### src/rtl/core/dcc_pkg.sv
// ----------------------------------------------------------------------------
// dcc_pkg
// shared types, constants and step functions for the cable and rod contact
// generator
// ----------------------------------------------------------------------------
package dcc_pkg;

  // index pass-through width, masked onto the 16-bit result fields
  localparam int IndexBits = 16;
  localparam logic [15:0] IndexMask =
    (IndexBits >= 16) ? 16'hFFFF : 16'((32'd1 << IndexBits) - 32'd1);

  // one root bit per square root stage, one quotient bit per divide stage
  localparam int SqrtSteps = 33;
  localparam int DivSteps  = 15;

  // queue between front and back
  localparam int MidDepth = 4;
  localparam int MidPtrW  = 2;
  localparam int MidCntW  = 3;

  // result queue
  localparam int OutDepth = 2;
  localparam int OutPtrW  = 1;
  localparam int OutCntW  = 2;

  localparam logic [15:0] NormMax = 16'h7FFF;
  localparam logic [31:0] PenMax  = 32'hFFFF_FFFF;

  typedef enum logic {
    KIND_CABLE = 1'b0,
    KIND_ROD   = 1'b1
  } kind_t;

  // constraint as it travels through the front
  typedef struct packed {
    kind_t            kind;
    logic [2:0]       neg;
    logic [2:0][31:0] mag;
    logic [31:0]      limit;
    logic [15:0]      bounce;
    logic [15:0]      idx_a;
    logic [15:0]      idx_b;
  } front_t;

  // square root working state
  typedef struct packed {
    front_t      f;
    logic [33:0] rem;
    logic [32:0] root;
    logic [65:0] rad;
  } root_t;

  // classified contact handed from front to back
  typedef struct packed {
    logic [2:0]       neg;
    logic [2:0][31:0] mag;
    logic [32:0]      sep;
    logic             flip;
    logic [31:0]      pen;
    logic [15:0]      rest;
    logic [15:0]      idx_a;
    logic [15:0]      idx_b;
  } mid_t;

  // divide working state, three lanes
  typedef struct packed {
    mid_t             m;
    logic [2:0][32:0] rem;
    logic [2:0][14:0] quo;
    logic [2:0]       sat;
  } div_t;

  typedef struct packed {
    logic [2:0][15:0] normal;
    logic [31:0]      pen;
    logic [15:0]      rest;
    logic [15:0]      idx_a;
    logic [15:0]      idx_b;
  } result_t;

  typedef struct packed {
    logic [32:0] rem;
    logic [14:0] quo;
  } lane_t;

  // one restoring square root step: two radicand bits in, one root bit out
  function automatic root_t root_step(root_t s);
    root_t       o;
    logic [35:0] r;
    logic [35:0] t;
    o = s;
    r = {s.rem, s.rad[65:64]};
    t = {1'b0, s.root, 2'b01};
    if (r >= t) begin
      o.rem  = 34'(r - t);
      o.root = {s.root[31:0], 1'b1};
    end else begin
      o.rem  = r[33:0];
      o.root = {s.root[31:0], 1'b0};
    end
    o.rad = {s.rad[63:0], 2'b00};
    return o;
  endfunction

  // one restoring divide step with a zero numerator bit shifted in
  function automatic lane_t div_step(lane_t s, logic [32:0] sep);
    lane_t       o;
    logic [33:0] r2;
    r2 = {s.rem, 1'b0};
    if (r2 >= {1'b0, sep}) begin
      o.rem = 33'(r2 - {1'b0, sep});
      o.quo = {s.quo[13:0], 1'b1};
    end else begin
      o.rem = r2[32:0];
      o.quo = {s.quo[13:0], 1'b0};
    end
    return o;
  endfunction

endpackage

### src/rtl/core/dcc_mid_queue.sv
// ----------------------------------------------------------------------------
// dcc_mid_queue
// small register queue carrying classified contacts from front to back
// ----------------------------------------------------------------------------
module dcc_mid_queue
  import dcc_pkg::*;
(
  input  logic clk,
  input  logic rst_n,
  input  logic push,
  input  mid_t push_data,
  output logic full,
  input  logic pop,
  output mid_t pop_data,
  output logic empty
);

  mid_t               mem_r [MidDepth];
  logic [MidPtrW-1:0] wr_ptr_r, wr_ptr_nxt;
  logic [MidPtrW-1:0] rd_ptr_r, rd_ptr_nxt;
  logic [MidCntW-1:0] cnt_r, cnt_nxt;
  logic               do_wr, do_rd;

  assign full     = (cnt_r == MidCntW'(MidDepth));
  assign empty    = (cnt_r == '0);
  assign pop_data = mem_r[rd_ptr_r];
  assign do_wr    = push & ~full;
  assign do_rd    = pop & ~empty;

  // pointer and fill count update
  always_comb begin
    wr_ptr_nxt = do_wr ? MidPtrW'(wr_ptr_r + 1'b1) : wr_ptr_r;
    rd_ptr_nxt = do_rd ? MidPtrW'(rd_ptr_r + 1'b1) : rd_ptr_r;
    cnt_nxt    = cnt_r;
    if (do_wr && !do_rd) begin
      cnt_nxt = MidCntW'(cnt_r + 1'b1);
    end else if (do_rd && !do_wr) begin
      cnt_nxt = MidCntW'(cnt_r - 1'b1);
    end
  end

  always_ff @(posedge clk) begin
    if (!rst_n) begin
      wr_ptr_r <= '0;
      rd_ptr_r <= '0;
      cnt_r    <= '0;
    end else begin
      wr_ptr_r <= wr_ptr_nxt;
      rd_ptr_r <= rd_ptr_nxt;
      cnt_r    <= cnt_nxt;
    end
  end

  // storage
  always_ff @(posedge clk) begin
    if (do_wr) begin
      mem_r[wr_ptr_r] <= push_data;
    end
  end

endmodule

### config.mk
export PLATFORM = sky130hd
export DESIGN_NAME = dcc_mid_queue
export DESIGN_NICKNAME = d
export VERILOG_FILES = /design/src/rtl/core/dcc_pkg.sv /design/src/rtl/core/dcc_mid_queue.sv
export SDC_FILE = /design/constraint.sdc
export NUM_CORES = 1
export LEC_CHECK = 0
export BUFFER_PORTS_ARGS = -buffer_cell sky130_fd_sc_hd__buf_2
export CORE_ASPECT_RATIO = 0.8
export CORE_MARGIN = 10
export CORE_UTILIZATION = 37
export DETAILED_ROUTE_END_ITERATION = 12
export GPL_TIMING_DRIVEN = 0
export PLACE_DENSITY_LB_ADDON = 0.15
export SYNTH_ARGS = -nofsm -noshare
export SYNTH_HDL_FRONTEND = slang
export SYNTH_SLANG_ARGS = --single-unit
### constraint.sdc
create_clock -name clk -period 17.3 [get_ports clk]
set_clock_uncertainty 0.1 [all_clocks]
set_input_delay 0.865 -clock clk [delete_from_list [all_inputs] [get_ports clk]]
set_output_delay 0.865 -clock clk [all_outputs]
set_load 0.01 [all_outputs]
==> results.toml <==
[outcome]
status = "complete, no violations"

[yosys]
synth.top_cells.by_area = "edfxtp_1 (82%), mux4_2 (15%), buf_6 (0.69%)"
synth_area_sq_um = 31200
synth_area_leader_cell = "edfxtp_1"
synth.distinct_cells = 22
seq_area_frac_synth = 0.826
yosysWarningCount = 0
avgSynthCellArea_sq_um = 26.9
synth_top_area_share = 0.820
synth.ff_latch_count = 861
syn_nets = 1384
syn_inst = 1161

[power]
vdd.ir_drop.worst_mv = 0.0775
swShare = 0.268
p_clk_frac = 0.314
power_density_nw_per_um2 = 151
internal-power_mw = 4.20
p_switching_mw = 1.54
leakage_nw = 12.6
pwr-share-seq = 0.448
combPwrFrac = 0.239
design_power_total_mw = 5.74

[setup_path]
path_cells = "buf_2 -> clkbuf_1 -> buf_2 -> mux4_2 -> buf_2"
arrival_ps = 3030
end_kind = "primary output"
cp.required_ps = 16330
max_stage_delay_ps = 810
crit_path_top_delay_cell = "clkbuf_1"
crit_type = "register to primary output"
crit_top_cell = "buf_2"
regToRegSetupSlack_ps = 14240
critPathMaxFanout = 10
path_delay_family = "buffers and inverters"
worst-path-buf-inv = 4
start_kind = "register"

[detailed_routing]
drtIter0Drc = 752
ant_nets = 0
wl_per_cell_microns = 24.0
vias = 14027
firstDrtPassIters = 5
drt_wl_total_mm = 69.3
avgViaCountPerCell = 4.86
drc = 0

[grt]
grt_usage = 0.142
antenna_found_initial = 23
grt_pass1_wl_mm = 101
grt_pass1_vias = 15062
grt_max_degree = 53
grt.overflow.total = 0

[clock_network]
htreeDepth = 3
cts_hold_buf = 0
clk_pin_slew_worst_paths_ps = 60
clk_latency_ps = 630
cts_resized = 0
clk_path_buf_depth = 3
cts.sinks = 861
cts-root-buf = "clkbuf_16"
numCtsBuffers = 86
cts_tree = "yes"
post_cts_buffers = 0

[cells_and_area]
final_util = 0.453
areaGrowthSynthToFinish_pct = 21.6
layout_commonest_cell = "edfxtp_1"
drive_gt1_frac = 0.467
final_cells = 2889
finish.net_count = 1918
final_cell_mix = "edfxtp_1 (852), buf_2 (453), mux4_2 (213), clkbuf_16 (88), clkbuf_1 (25)"
final.fill_count = 7143

[timing]
finalSetupViolations = 0
timing.slew.headroom = 0.293
setup_tns_ps = 0
timing.final.ws_setup_ps = 13310
hold_viol = 0
finalCritPeriodShare = 0.231
grt_setup_unrepaired = "false"
finalMaxSlewViolations = 0
fin_crit_ps = 3990
fmax_ghz = 0.250
worst_slew_pin_slew_ps = 1060

[floorplan]
fp.dieW_microns = 345
core_area_sq_um = 83800
die_h_microns = 280
start_util = 0.372
rows = 95
ioPinCount = 432
die_area_sq_um = 96400

[placement]
placed_cells = 2722
io_buffers = 430
dp_hpwl_mm = 45.8
dp_worst_setup_slack_ps = 13730
place.gp.congestion = 0.678

[worst_hold_path]
hold_class = "input port to register"

[run]
maxCapViolCount = 0
[cell families (layout without fill, tap and decap cells)]
group | Yosys count | after routing | synth area share
other cells | 0 | 9 | 0
xor+xnor | 4 | 4 | 0.00112
simple gates | 17 | 17 | 0.00309
compound gates | 4 | 4 | 0.000922
mux | 216 | 216 | 0.155
fa+ha+maj | 6 | 6 | 0.00265
buf+inv | 53 | 657 | 0.0119
flops | 861 | 861 | 0.826
[stage by stage]
step / area [sq um] / hold slack, ps
detailed placement: 35200 / 404
global route: 37900 / 300
finish: 37900 / 344
global placement: 34800 / 386
CTS: 37900 / 282
floorplan: 31200 / 368
[power by group through the flow]
stage	sequential (mW)	clock (mW)	combinational, mW
floorplan	2.65	0	0.835
global placement	2.71	0	1.39
detailed placement	2.62	0	1.43
CTS	2.57	1.86	1.43
global route	2.59	1.95	1.50
finish	2.57	1.80	1.37
[path summary, 6_finish.rpt]
| path | start | endpoint | cells after the start |
|---|---|---|---|
| hold / removal | push_data[26] | mem_r[3][26] | 1 |
| setup / recovery | register | pop_data[158] | 5 |
| setup reg to reg | cnt_r[0] | mem_r[1][137] | 6 |
| hold reg to reg | wr_ptr_r[0] | wr_ptr_r[0] | 2 |
[routing by layer]
metal,wire [microns],global-route usage,up-vias
met2,34500,0.234,373
met3,6180,0.0531,133
met5,249,0,-
met1,26800,0.174,7321
li1,-,-,6162
met4,1460,0.0394,38
[state kept, by name, summed over array words and instances, names as in the netlist, named ones only]
| signal | cells |
|---|---|
| mem_r | 852 |
| cnt_r | 3 |
| rd_ptr_r | 2 |
| wr_ptr_r | 2 |
[cell usage after synthesis, drive strengths merged]
cell type  count
mux2i          3
nor3b          1
or3            1
clkbuf         8
buf           42
mux4         213
xor2           1
fa             1
dfxtp          9
o31ai          1
edfxtp       852
ha             5
o311ai         1
nand2          4
o21ai          1
xnor2          3
and2           8
inv            3
nor2b          2
nor3           1
a21boi         1
[area by class of cell]
| type | count | area (sq um) | share of cell area |
|---|---|---|---|
| inverters | 3 | 11.3 | 0.000297 |
| clock inverters | 53 | 478 | 0.0126 |
| clock buffers | 105 | 2270 | 0.0597 |
| flip-flops and latches | 861 | 25800 | 0.679 |
| repair buffers | 446 | 2570 | 0.0677 |
| multi-input cells | 247 | 5080 | 0.134 |
| diodes | 9 | 22.5 | 0.000594 |
| plain buffers | 50 | 359 | 0.00946 |
| well taps | 1115 | 1400 | 0.0368 |
(Power assumes the default switching activity.)
