===== src/rtl/core/dcc_pkg.sv =====
// ----------------------------------------------------------------------------
// dcc_pkg
// shared types, constants and step functions for the cable and rod contact
// generator
// ----------------------------------------------------------------------------
package dcc_pkg;

  // index pass-through width, masked onto the 16-bit result fields
  localparam int IndexBits = 16;
  localparam logic [15:0] IndexMask =
    (IndexBits >= 16) ? 16'hFFFF : 16'((32'd1 << IndexBits) - 32'd1);

  // one root bit per square root stage, one quotient bit per divide stage
  localparam int SqrtSteps = 33;
  localparam int DivSteps  = 15;

  // queue between front and back
  localparam int MidDepth = 4;
  localparam int MidPtrW  = 2;
  localparam int MidCntW  = 3;

  // result queue
  localparam int OutDepth = 2;
  localparam int OutPtrW  = 1;
  localparam int OutCntW  = 2;

  localparam logic [15:0] NormMax = 16'h7FFF;
  localparam logic [31:0] PenMax  = 32'hFFFF_FFFF;

  typedef enum logic {
    KIND_CABLE = 1'b0,
    KIND_ROD   = 1'b1
  } kind_t;

  // constraint as it travels through the front
  typedef struct packed {
    kind_t            kind;
    logic [2:0]       neg;
    logic [2:0][31:0] mag;
    logic [31:0]      limit;
    logic [15:0]      bounce;
    logic [15:0]      idx_a;
    logic [15:0]      idx_b;
  } front_t;

  // square root working state
  typedef struct packed {
    front_t      f;
    logic [33:0] rem;
    logic [32:0] root;
    logic [65:0] rad;
  } root_t;

  // classified contact handed from front to back
  typedef struct packed {
    logic [2:0]       neg;
    logic [2:0][31:0] mag;
    logic [32:0]      sep;
    logic             flip;
    logic [31:0]      pen;
    logic [15:0]      rest;
    logic [15:0]      idx_a;
    logic [15:0]      idx_b;
  } mid_t;

  // divide working state, three lanes
  typedef struct packed {
    mid_t             m;
    logic [2:0][32:0] rem;
    logic [2:0][14:0] quo;
    logic [2:0]       sat;
  } div_t;

  typedef struct packed {
    logic [2:0][15:0] normal;
    logic [31:0]      pen;
    logic [15:0]      rest;
    logic [15:0]      idx_a;
    logic [15:0]      idx_b;
  } result_t;

  typedef struct packed {
    logic [32:0] rem;
    logic [14:0] quo;
  } lane_t;

  // one restoring square root step: two radicand bits in, one root bit out
  function automatic root_t root_step(root_t s);
    root_t       o;
    logic [35:0] r;
    logic [35:0] t;
    o = s;
    r = {s.rem, s.rad[65:64]};
    t = {1'b0, s.root, 2'b01};
    if (r >= t) begin
      o.rem  = 34'(r - t);
      o.root = {s.root[31:0], 1'b1};
    end else begin
      o.rem  = r[33:0];
      o.root = {s.root[31:0], 1'b0};
    end
    o.rad = {s.rad[63:0], 2'b00};
    return o;
  endfunction

  // one restoring divide step with a zero numerator bit shifted in
  function automatic lane_t div_step(lane_t s, logic [32:0] sep);
    lane_t       o;
    logic [33:0] r2;
    r2 = {s.rem, 1'b0};
    if (r2 >= {1'b0, sep}) begin
      o.rem = 33'(r2 - {1'b0, sep});
      o.quo = {s.quo[13:0], 1'b1};
    end else begin
      o.rem = r2[32:0];
      o.quo = {s.quo[13:0], 1'b0};
    end
    return o;
  endfunction

endpackage


===== src/rtl/core/dcc_out_queue.sv =====
// ----------------------------------------------------------------------------
// dcc_out_queue
// result queue that parts the back pipeline from the consumer
// ----------------------------------------------------------------------------
module dcc_out_queue
  import dcc_pkg::*;
(
  input  logic    clk,
  input  logic    rst_n,
  input  logic    push,
  input  result_t push_data,
  output logic    full,
  input  logic    pop,
  output result_t pop_data,
  output logic    empty
);

  result_t            mem_r [OutDepth];
  logic [OutPtrW-1:0] wr_ptr_r, wr_ptr_nxt;
  logic [OutPtrW-1:0] rd_ptr_r, rd_ptr_nxt;
  logic [OutCntW-1:0] cnt_r, cnt_nxt;
  logic               do_wr, do_rd;

  assign full     = (cnt_r == OutCntW'(OutDepth));
  assign empty    = (cnt_r == '0);
  assign pop_data = mem_r[rd_ptr_r];
  assign do_wr    = push & ~full;
  assign do_rd    = pop & ~empty;

  // pointer and fill count update
  always_comb begin
    wr_ptr_nxt = do_wr ? OutPtrW'(wr_ptr_r + 1'b1) : wr_ptr_r;
    rd_ptr_nxt = do_rd ? OutPtrW'(rd_ptr_r + 1'b1) : rd_ptr_r;
    cnt_nxt    = cnt_r;
    if (do_wr && !do_rd) begin
      cnt_nxt = OutCntW'(cnt_r + 1'b1);
    end else if (do_rd && !do_wr) begin
      cnt_nxt = OutCntW'(cnt_r - 1'b1);
    end
  end

  always_ff @(posedge clk) begin
    if (!rst_n) begin
      wr_ptr_r <= '0;
      rd_ptr_r <= '0;
      cnt_r    <= '0;
    end else begin
      wr_ptr_r <= wr_ptr_nxt;
      rd_ptr_r <= rd_ptr_nxt;
      cnt_r    <= cnt_nxt;
    end
  end

  // storage
  always_ff @(posedge clk) begin
    if (do_wr) begin
      mem_r[wr_ptr_r] <= push_data;
    end
  end

endmodule


===== config.mk =====
export PLATFORM = sky130hd
export DESIGN_NAME = dcc_out_queue
export DESIGN_NICKNAME = d
export VERILOG_FILES = /design/src/rtl/core/dcc_pkg.sv /design/src/rtl/core/dcc_out_queue.sv
export SDC_FILE = /design/constraint.sdc
export NUM_CORES = 1
export LEC_CHECK = 0
export BUFFER_PORTS_ARGS = -buffer_cell sky130_fd_sc_hd__buf_4
export CELL_PAD_IN_SITES_DETAIL_PLACEMENT = 0
export CELL_PAD_IN_SITES_GLOBAL_PLACEMENT = 1
export CORE_AREA = 3 3 151 153
export CTS_BUF_LIST = sky130_fd_sc_hd__clkbuf_16
export CTS_CLUSTER_DIAMETER = 100
export CTS_CLUSTER_SIZE = 12
export DETAILED_ROUTE_END_ITERATION = 16
export DIE_AREA = 0 0 154 156
export PLACE_DENSITY = 0.82
export SYNTH_ARGS = -nofsm -noshare
export SYNTH_HDL_FRONTEND = slang
export SYNTH_SLANG_ARGS = --single-unit

===== constraint.sdc =====
create_clock -name clk -period 8.55 [get_ports clk]
set_clock_uncertainty 0.2 [all_clocks]
set_input_delay 1.2825 -clock clk [delete_from_list [all_inputs] [get_ports clk]]
set_output_delay 1.2825 -clock clk [all_outputs]
set_load 0.005 [all_outputs]

==> metrics, run 1 <==
die width ~150 um; reg2reg start cnt_r[0]; layout cells sized above 1 approximately three fifths; first-pass GRT wire length roughly 28 mm; final net count about 830; crit path max fanout 70; CTS tree built; Final min period 4370 ps; Cells after DPL 954; synth unique cells 21; worst path arrival time 2880 ps; Post-Syn Instances 423; Tcrit/Tclk final 51.1%; area taken by flip-flops and latches 7790 um2; initial antenna violation count 1; largest net degree at the start of global routing 83; Setup TNS 0 ps; number of setup buffers added after CTS 0; HPWL Detailed 12.5 mm; Rel. slew slack between 20% and 30%; total iterations of the first detailed-routing run 4; sequential element share of the synthesized area 81.9%; GRT Util Overall 14.7%; Hold Slack between 300 and 400 ps; Sink Count 261; Synth Register Bits 261; critical path endpoint category output pin; drt via density around 4.8; row count 54; IO Pins ~260; total congestion overflow 0; Yosys top cell area share 80.9%; CP Capture Point pop_data[91]; most frequent cells after synthesis edfxtp_1 (256), mux2_2 (128), buf_6 (10), dfxtp_1 (5), buf_4 (4); PD cells 281 nW/um2; syn nets 556; via count around 4800; cell taking the most area after synthesis edfxtp_1; f_max 229 MHz; RSZ-0062 raised after global routing false; critical path class flip-flop to output pin; Synthesis Warnings 0; Ant. Diodes 0; most common cell in the netlist edfxtp_1; Layout Utilization 57.3%; CTS max path bufs 3; Iter 0 DRT Violations around 230; VDD IR-drop max 166 uV; # port buffers 261; Mapped Area 9510 um2; cells on worst reg2reg path 3; clock root buffer master clkbuf_16; ANT nets after route 0; Primary FF master, synth edfxtp_1; largest cells by area after synthesis edfxtp_1 (81%), mux2_2 (15%), buf_6 (1.2%); Final Slew Violations 0; Multi-input gate area 1580 um2; WL per Instance 18.8 um; final hold vios 0; slack of the worst reg-to-reg path between 5000 and 6000 ps; leak pwr 4.65 nW; EDFF count, synth 256; fillers about 1600; R2R Path End mem_r[1][42]; Final Instance Count excl. Fillers 999; vias in the first global route 5138; Worst Setup Start Kind flip-flop; average cell area after synthesis 22.5 um2; area added between synthesis and finish 30.7%; status completed; die footprint between 20000 and 25000 um2; setup violators final 0; routability cong. 0.736; Worst Tran Pin Value 1100 ps; Worst Path Required 7070 ps; Die Y 156 um; clk_lat worst skew 500 ps; final WL 18.8 mm; # Max-Cap Violations 0; FFs w/ async S/R, synth 0%; # hold bufs at CTS 0; clock slew at reported path FFs 60 ps; Starting Density 43.8%; drc violations 0; Pwr Total 3.49 mW; hold crit path type flip-flop to flip-flop; CTS buffer count 25; CORE AREA between 20000 and 25000 um2; H-tree depth 1; post-cts resize count 0
[through the flow]
stage / area, um2 / setup WS [ps]
5_1_grt: 12400 / 4030
3_3_place_gp: 11700 / 4760
3_5_place_dp: 11700 / 4720
6_report: 12400 / 4180
2_1_floorplan: 9510 / 1460
4_1_cts: 12400 / 4150
[layout by cell type, fill, tap and decap left out, drive strengths merged]
cell and count:
clkinv 1, o21ai 2, a21boi 2, o21a 1
and2 3, inv 21, ha 1, clkbuf 25
dfxtp 5, edfxtp 256, nor3 1, nand2b 1
buf 265, and3 1, xor2 1, mux2 128
xnor2 2, or3 1, nor2 2
[area by class of cell]
type,count,area share [%]
clock buffer,25,5.04
clock inverter,20,0.615
inverter,2,0.0604
timing repair buffer,265,16.0
sequential,261,62.7
tap,280,2.82
multi-input combinational,146,12.7
[cells by family (layout without fill, tap and decap cells)]
logic type	after synthesis	in the layout	share of synthesized area, %
DFF	261	261	81.9
adders and majority gates	1	1	0.132
and+or+nand+nor	9	9	0.579
AOI/OAI and AO/OA	5	5	0.342
xor gates and xnor gates	3	3	0.276
muxes	128	128	15.2
buffers and inverters	16	312	1.58
[worst max-delay path, cell delays in order, from the launching register on]
cell and delay [ps]:
dfxtp_4 980, buf_4 750, mux2_2 430, buf_4 140
[power by group]
| group | total, mW | internal [mW] | switching (mW) |
|---|---|---|---|
| Combinational | 0.844 | 0.495 | 0.349 |
| Sequential | 1.70 | 1.61 | 0.0855 |
| Clock | 0.945 | 0.524 | 0.421 |
| Total | 3.49 | 2.63 | 0.856 |
[worst min path at each step]
stage	startpoint	end	slack [ps]	depth (start not counted)
2_1_floorplan	cnt_r[1]	cnt_r[1]	280	2
3_5_place_dp	cnt_r[1]	cnt_r[1]	360	2
6_report	cnt_r[1]	cnt_r[1]	370	2
5_1_grt	cnt_r[1]	cnt_r[1]	400	2
3_3_place_gp	cnt_r[1]	cnt_r[1]	290	2
4_1_cts	cnt_r[1]	cnt_r[1]	370	2
[registers in the layout (all words and copies together) (netlist names), named ones only]
register  flops
wr_ptr_r      1
rd_ptr_r      1
cnt_r         2
mem_r       256
[per-layer routing]
metal / wire [um] / GRT usage [%]
met1: 7270 / 18.4
met3: 1480 / 4.33
met2: 9630 / 25.1
met5: 13 / 0
met4: 376 / 4.12
No activity file was read; power rests on OpenSTA's default activity.
==> run 2: changes to the inputs <==
Settings changed: ABC_AREA set to 1, CORE_AREA 3 3 151 153 to 3 3 152 154, DIE_AREA 0 0 154 156 to 0 0 155 157, PLACE_DENSITY 0.82 to 0.81.
Clock period 8.55 ns to 4.03 ns, I/O delays scaled along.
==> metrics, run 2 <==
status completed; Worst Path Required 3230 ps; Rel. slew slack 31.5%; vias in the first global route 5249; Sink Count 261; clock root buffer master clkbuf_16; mux contribution to synthesized area between 10% and 20%; # hold bufs at CTS 0; slowest stage delay, CP 780 ps; Cells after DPL 969; xor/xnor share of the synthesized area 0%; Pint 5.48 mW; Yosys top cell area share a little over 80%; most common cell in the netlist edfxtp_1; average cell area after synthesis 21.9 um2; Ant. Diodes 0; synth unique cells 14; post-cts resize count 0; Switching Share 24.0%; Primary FF master, synth edfxtp_1; Buf/Inv on CP 2; # port buffers 261; P_sw about 1.7 mW; IO Pins 262; total iterations of the first detailed-routing run 4; Final Slew Violations 0; Pwr Total roughly 7.2 mW; Synthesis Warnings 0; fillers 1662; worst path arrival time 2330 ps; critical path endpoint category output pin; Mapped Area approximately 9500 um2; post-route cell area roughly 12000 um2; f_max 319 MHz; drt via density just under 5; routability cong. 0.778; Reg with most FFs mem_r; commonest cells after routing, fill and taps aside buf_4 (264), edfxtp_1 (256), mux2_2 (128); clock slew at reported path FFs 60 ps; largest net degree at the start of global routing 75; layout cells sized above 1 57.8%; Post-Syn Instances ~440; CTS max path bufs 3; Starting Density 43.8%; EDFF count, synth 256; RSZ-0062 raised after global routing false; Die Y roughly 160 um; cell taking the most area after synthesis edfxtp_1; setup violators final 0; crit path max fanout 48; max reg flops 256; main combinational cell family by area after synthesis multiplexers; simple-gate area share of the yosys netlist 0.786%; most frequent cells after synthesis edfxtp_1 (256), mux2_2 (128), nor2_1 (11), inv_1 (9), clkbuf_8 (8); initial antenna violation count 1; PD cells between 500 and 600 nW/um2; Cell Chain, Critical Path buf_4, mux2_2, buf_4; Final min period 3130 ps; die footprint ~24000 um2; HPWL Detailed between 10 and 15 mm; total congestion overflow 0; Worst Setup Start Kind flip-flop; ANT nets after route 0; H-tree depth 1; number of setup buffers added after CTS 0; Final Instance Count excl. Fillers between 1000 and 1500; Slowest cell on crit path dfxtp_4; Multi-input gate area 1560 um2; die width 155 um; Iter 0 DRT Violations around 230; first-pass GRT wire length between 20 and 30 mm; WL per Instance 18.3 um; Final WS setup between 800 and 900 ps; sequential fraction of design power 49.5%; GRT Util Overall 14.4%; CP delay by family, top flip-flops; via count 4907; final net count 849; hold_sp push_data[108]; cell repeated most along the worst path buf_4; Worst Tran Pin Value 1030 ps; row count 54; Synth Register Bits 261; area added between synthesis and finish 30.7%; Compound-Gate Fraction of Synth Area 0.210%; hold crit path type input port to flip-flop; Hold Slack 82.5 ps; combinational share of power 23.0%; syn nets roughly 570; final hold vios 0; worst slack, placed 1390 ps; # Max-Cap Violations 0; clk_lat worst skew approximately 500 ps; largest cells by area after synthesis edfxtp_1 (81%), mux2_2 (15%), clkbuf_8 (1.2%); CTS buffer count 25; Tcrit/Tclk final 77.8%; Top Registers mem_r: 256 flops, cnt_r: 2 flops; sequential element share of the synthesized area 81.6%; VDD IR-drop max 289 uV; FFs w/ async S/R, synth 0%; drc violations 0; Placed Area 11800 um2; final WL 18.5 mm; reg2reg start cnt_r[0]; critical path class flip-flop to output pin; Clk network pwr share 27.5%; Layout Utilization 57.2%; area taken by flip-flops and latches roughly 7800 um2; CTS tree built; Setup TNS 0 ps; leading cell type in the layout, fill and taps excluded buf_4; Synth Area in Adders 0.131%; leak pwr 4.70 nW; CORE AREA 21800 um2
[run 2: power groups by stage]
stage | clock network, mW | logic [mW] | registers [mW]
global route | 2.19 | 1.80 | 3.61
CTS | 2.08 | 1.70 | 3.58
finish | 1.99 | 1.66 | 3.57
floorplan | 0 | 0.903 | 3.59
global placement | 0 | 1.65 | 3.62
detailed placement | 0 | 1.68 | 3.63
[run 2: cell families (layout without fill, tap and decap cells)]
| kind of cell | after synthesis | in the layout |
|---|---|---|
| compound gates | 4 | 4 |
| fa+ha+maj | 1 | 1 |
| buf+inv | 23 | 321 |
| flops | 261 | 261 |
| mux | 128 | 128 |
| simple gates | 19 | 19 |
[run 2: worst paths after layout]
check,endpoint,slack [ps],cells after the start
worst max-delay path,pop_data[55],900,3
worst max register to register,mem_r[0][91],1810,3
worst min register to register,flip-flop,330,2
worst min-delay path,mem_r[0][108],80,1
[run 2: layout make-up]
cell class | count | share of cell area, %
tap | 280 | 2.81
multi-input combinational | 152 | 12.5
inverter | 9 | 0.271
sequential | 261 | 62.4
clock inverter | 20 | 0.611
clock buffer | 25 | 5.01
timing repair buffer | 267 | 16.4
[run 2: worst reg2reg max path: cells and delay by family, from the launching register on]
| family | cells | cell delay, ps |
|---|---|---|
| AOI/OAI and AO/OA | 1 | 220 |
| buffers and inverters | 1 | 380 |
| DFF | 1 | 400 |
| and+or+nand+nor | 1 | 660 |
[run 2: layer usage]
layer	global-route usage, %	up-vias	wire, um
li1	-	2278	-
met3	5.28	42	1820
met5	0	-	13
met2	25.2	192	9450
met1	16.7	2393	6800
met4	4.33	2	465
==> run 3: changes to the inputs <==
Clock period 4.03 ns to 3 ns, I/O delays scaled along.
==> metrics, run 3 (synthesis gave the netlist of run 2 again) <==
status completed; Tcrit/Tclk final 81.7%; Starting Density 43.8%; R2R Path End mem_r[0][77]; layout cells sized above 1 about half; vias in the first global route 5856; Ant. Diodes 0; hold crit path type input port to flip-flop; GR Layer Usage met3 a little over 4%; clock slew at reported path FFs 60 ps; initial antenna violation count 1; setup violators final 0; Hold Path Depth 3; WL per Instance ~18 um; met1 usage 18.8%; Pint 7.47 mW; total congestion overflow 0; area taken by flip-flops and latches 7790 um2; Worst Path Required 2350 ps; CORE AREA around 22000 um2; cells on worst reg2reg path 3; HPWL Detailed 12.6 mm; P_sw roughly 2.4 mW; RSZ-0062 raised after global routing false; PD cells 717 nW/um2; Sink Count 261; Switching Share 24.3%; max reg flops between 200 and 300; crit path max fanout 65; Placed Area 11800 um2; largest net degree at the start of global routing 86; number of setup buffers added after CTS 0; post-route cell area 13800 um2; drc violations 0; Slowest cell on crit path mux2_2; critical path class flip-flop to output pin; area added between synthesis and finish 44.0%; Die Y around 160 um; row count 54; GRT Util Overall between 15 and 20%; Worst Setup Start Kind flip-flop; first-pass GRT wire length 30.5 mm; combinational share of power between 20% and 30%; Iter 0 DRT Violations 219; Rel. slew slack between 50% and 60%; slowest stage delay, CP between 400 and 500 ps; IO Pins 262; leading cell type in the layout, fill and taps excluded buf_4; Clk network pwr share 26.8%; final WL 20.1 mm; via count 5421; routability cong. 0.768; clk_lat worst skew 500 ps; reg2reg start cnt_r[0]; Hold Slack 28.0 ps; GR Util met2 28.6%; # Max-Cap Violations 0; final hold vios 0; Top Registers mem_r: 256 flops, cnt_r: 2 flops; gr busiest metal met2; die width 155 um; f_max 408 MHz; slack of the worst reg-to-reg path 1160 ps; commonest cells after routing, fill and taps aside buf_4 (263), edfxtp_1 (256), mux2_2 (128), dlygate4sd3_1 (128), clkbuf_16 (25); die footprint 24300 um2; VDD IR-drop max 508 uV; worst path arrival time 1800 ps; hold_sp rst_n; sequential fraction of design power 48.0%; critical path endpoint category output pin; Worst Hold End cnt_r[1]; Cell Chain, Critical Path buf_12, mux2_2, buf_4; leak pwr just over 5 nW; Final Slew Violations 0; drt via density between 4 and 5; Worst Tran Pin Value 620 ps; Final WS setup 549 ps; CTS buffer count 25; CTS tree built; Final min period 2450 ps; ANT nets after route 0; post-cts resize count 0; # port buffers 261; Pwr Total 9.86 mW; total iterations of the first detailed-routing run 4; Reg with most FFs mem_r; CTS max path bufs 3; Multi-input gate area 1580 um2; H-tree depth 1; worst slack, placed 1080 ps; fillers 1475; final net count 977; clock root buffer master clkbuf_16
run 3: cell types whose count changed in the layout (fill, tap and decap cells not counted):
cell           delta
o21ai_1           -1
buf_4             -1
buf_12            +1
dlygate4sd3_1   +128
inv_1            -10
o21ai_4           +1
run 3: how the worst max path moves through the flow:
stage / from / end / slack (ps) / cells after the start
final: flip-flop / pop_data[109] / 550 / 3
after global routing: flip-flop / pop_data[109] / 490 / 3
after detailed placement: flip-flop / pop_data[109] / 1080 / 3
after floorplan: push / mem_r[0][0] / -50 / 2
after CTS: flip-flop / pop_data[109] / 530 / 3
after global placement: flip-flop / pop_data[109] / 1090 / 3
run 3: area by class of cell:
cell class                 instances  share of cell area (%)
sequential                       261                    56.7
timing repair buffer             395                    24.3
multi-input combinational        152                    11.5
clock buffer                      25                    4.55
tap                              280                    2.55
clock inverter                    10                   0.282
inverter                           9                   0.246
run 3: repair_timing:
| action | in CTS | in global routing |
|---|---|---|
| endpoints found under the setup margin | 0 | 0 |
| hold buffers | 128 | 0 |
| endpoints found under the hold margin | 256 | 0 |
run 3: power by group through the flow:
stage / clock network (mW) / registers [mW] / logic [mW]
floorplan: 0 / 4.79 / 1.22
global placement: 0 / 4.78 / 2.31
detailed placement: 0 / 4.81 / 2.37
CTS: 2.73 / 4.74 / 2.52
global route: 2.87 / 4.78 / 2.67
finish: 2.64 / 4.74 / 2.48
run 3: stage by stage:
stage | instances | TNS, ps | util, %
2_1_floorplan | 436 | -10320 | -
3_3_place_gp | 969 | 0 | 54.1
3_5_place_dp | 969 | 0 | 54.1
4_1_cts | 1132 | 0 | 63.0
5_1_grt | 1132 | 0 | 63.0
6_report | 1132 | 0 | 63.0
run 3: layer usage:
layer  share of wire [%]  vias up
li1                    -     2521
met1                  38     2665
met2                  53      198
met3                 6.6       35
met4                 2.1        2
met5               0.065        -
run 3: worst max-delay path: cells and delay by family, from the launching register on:
| family | cells | cell delay [ps] |
|---|---|---|
| mux | 1 | 420 |
| buf+inv | 2 | 440 |
| flops | 1 | 370 |
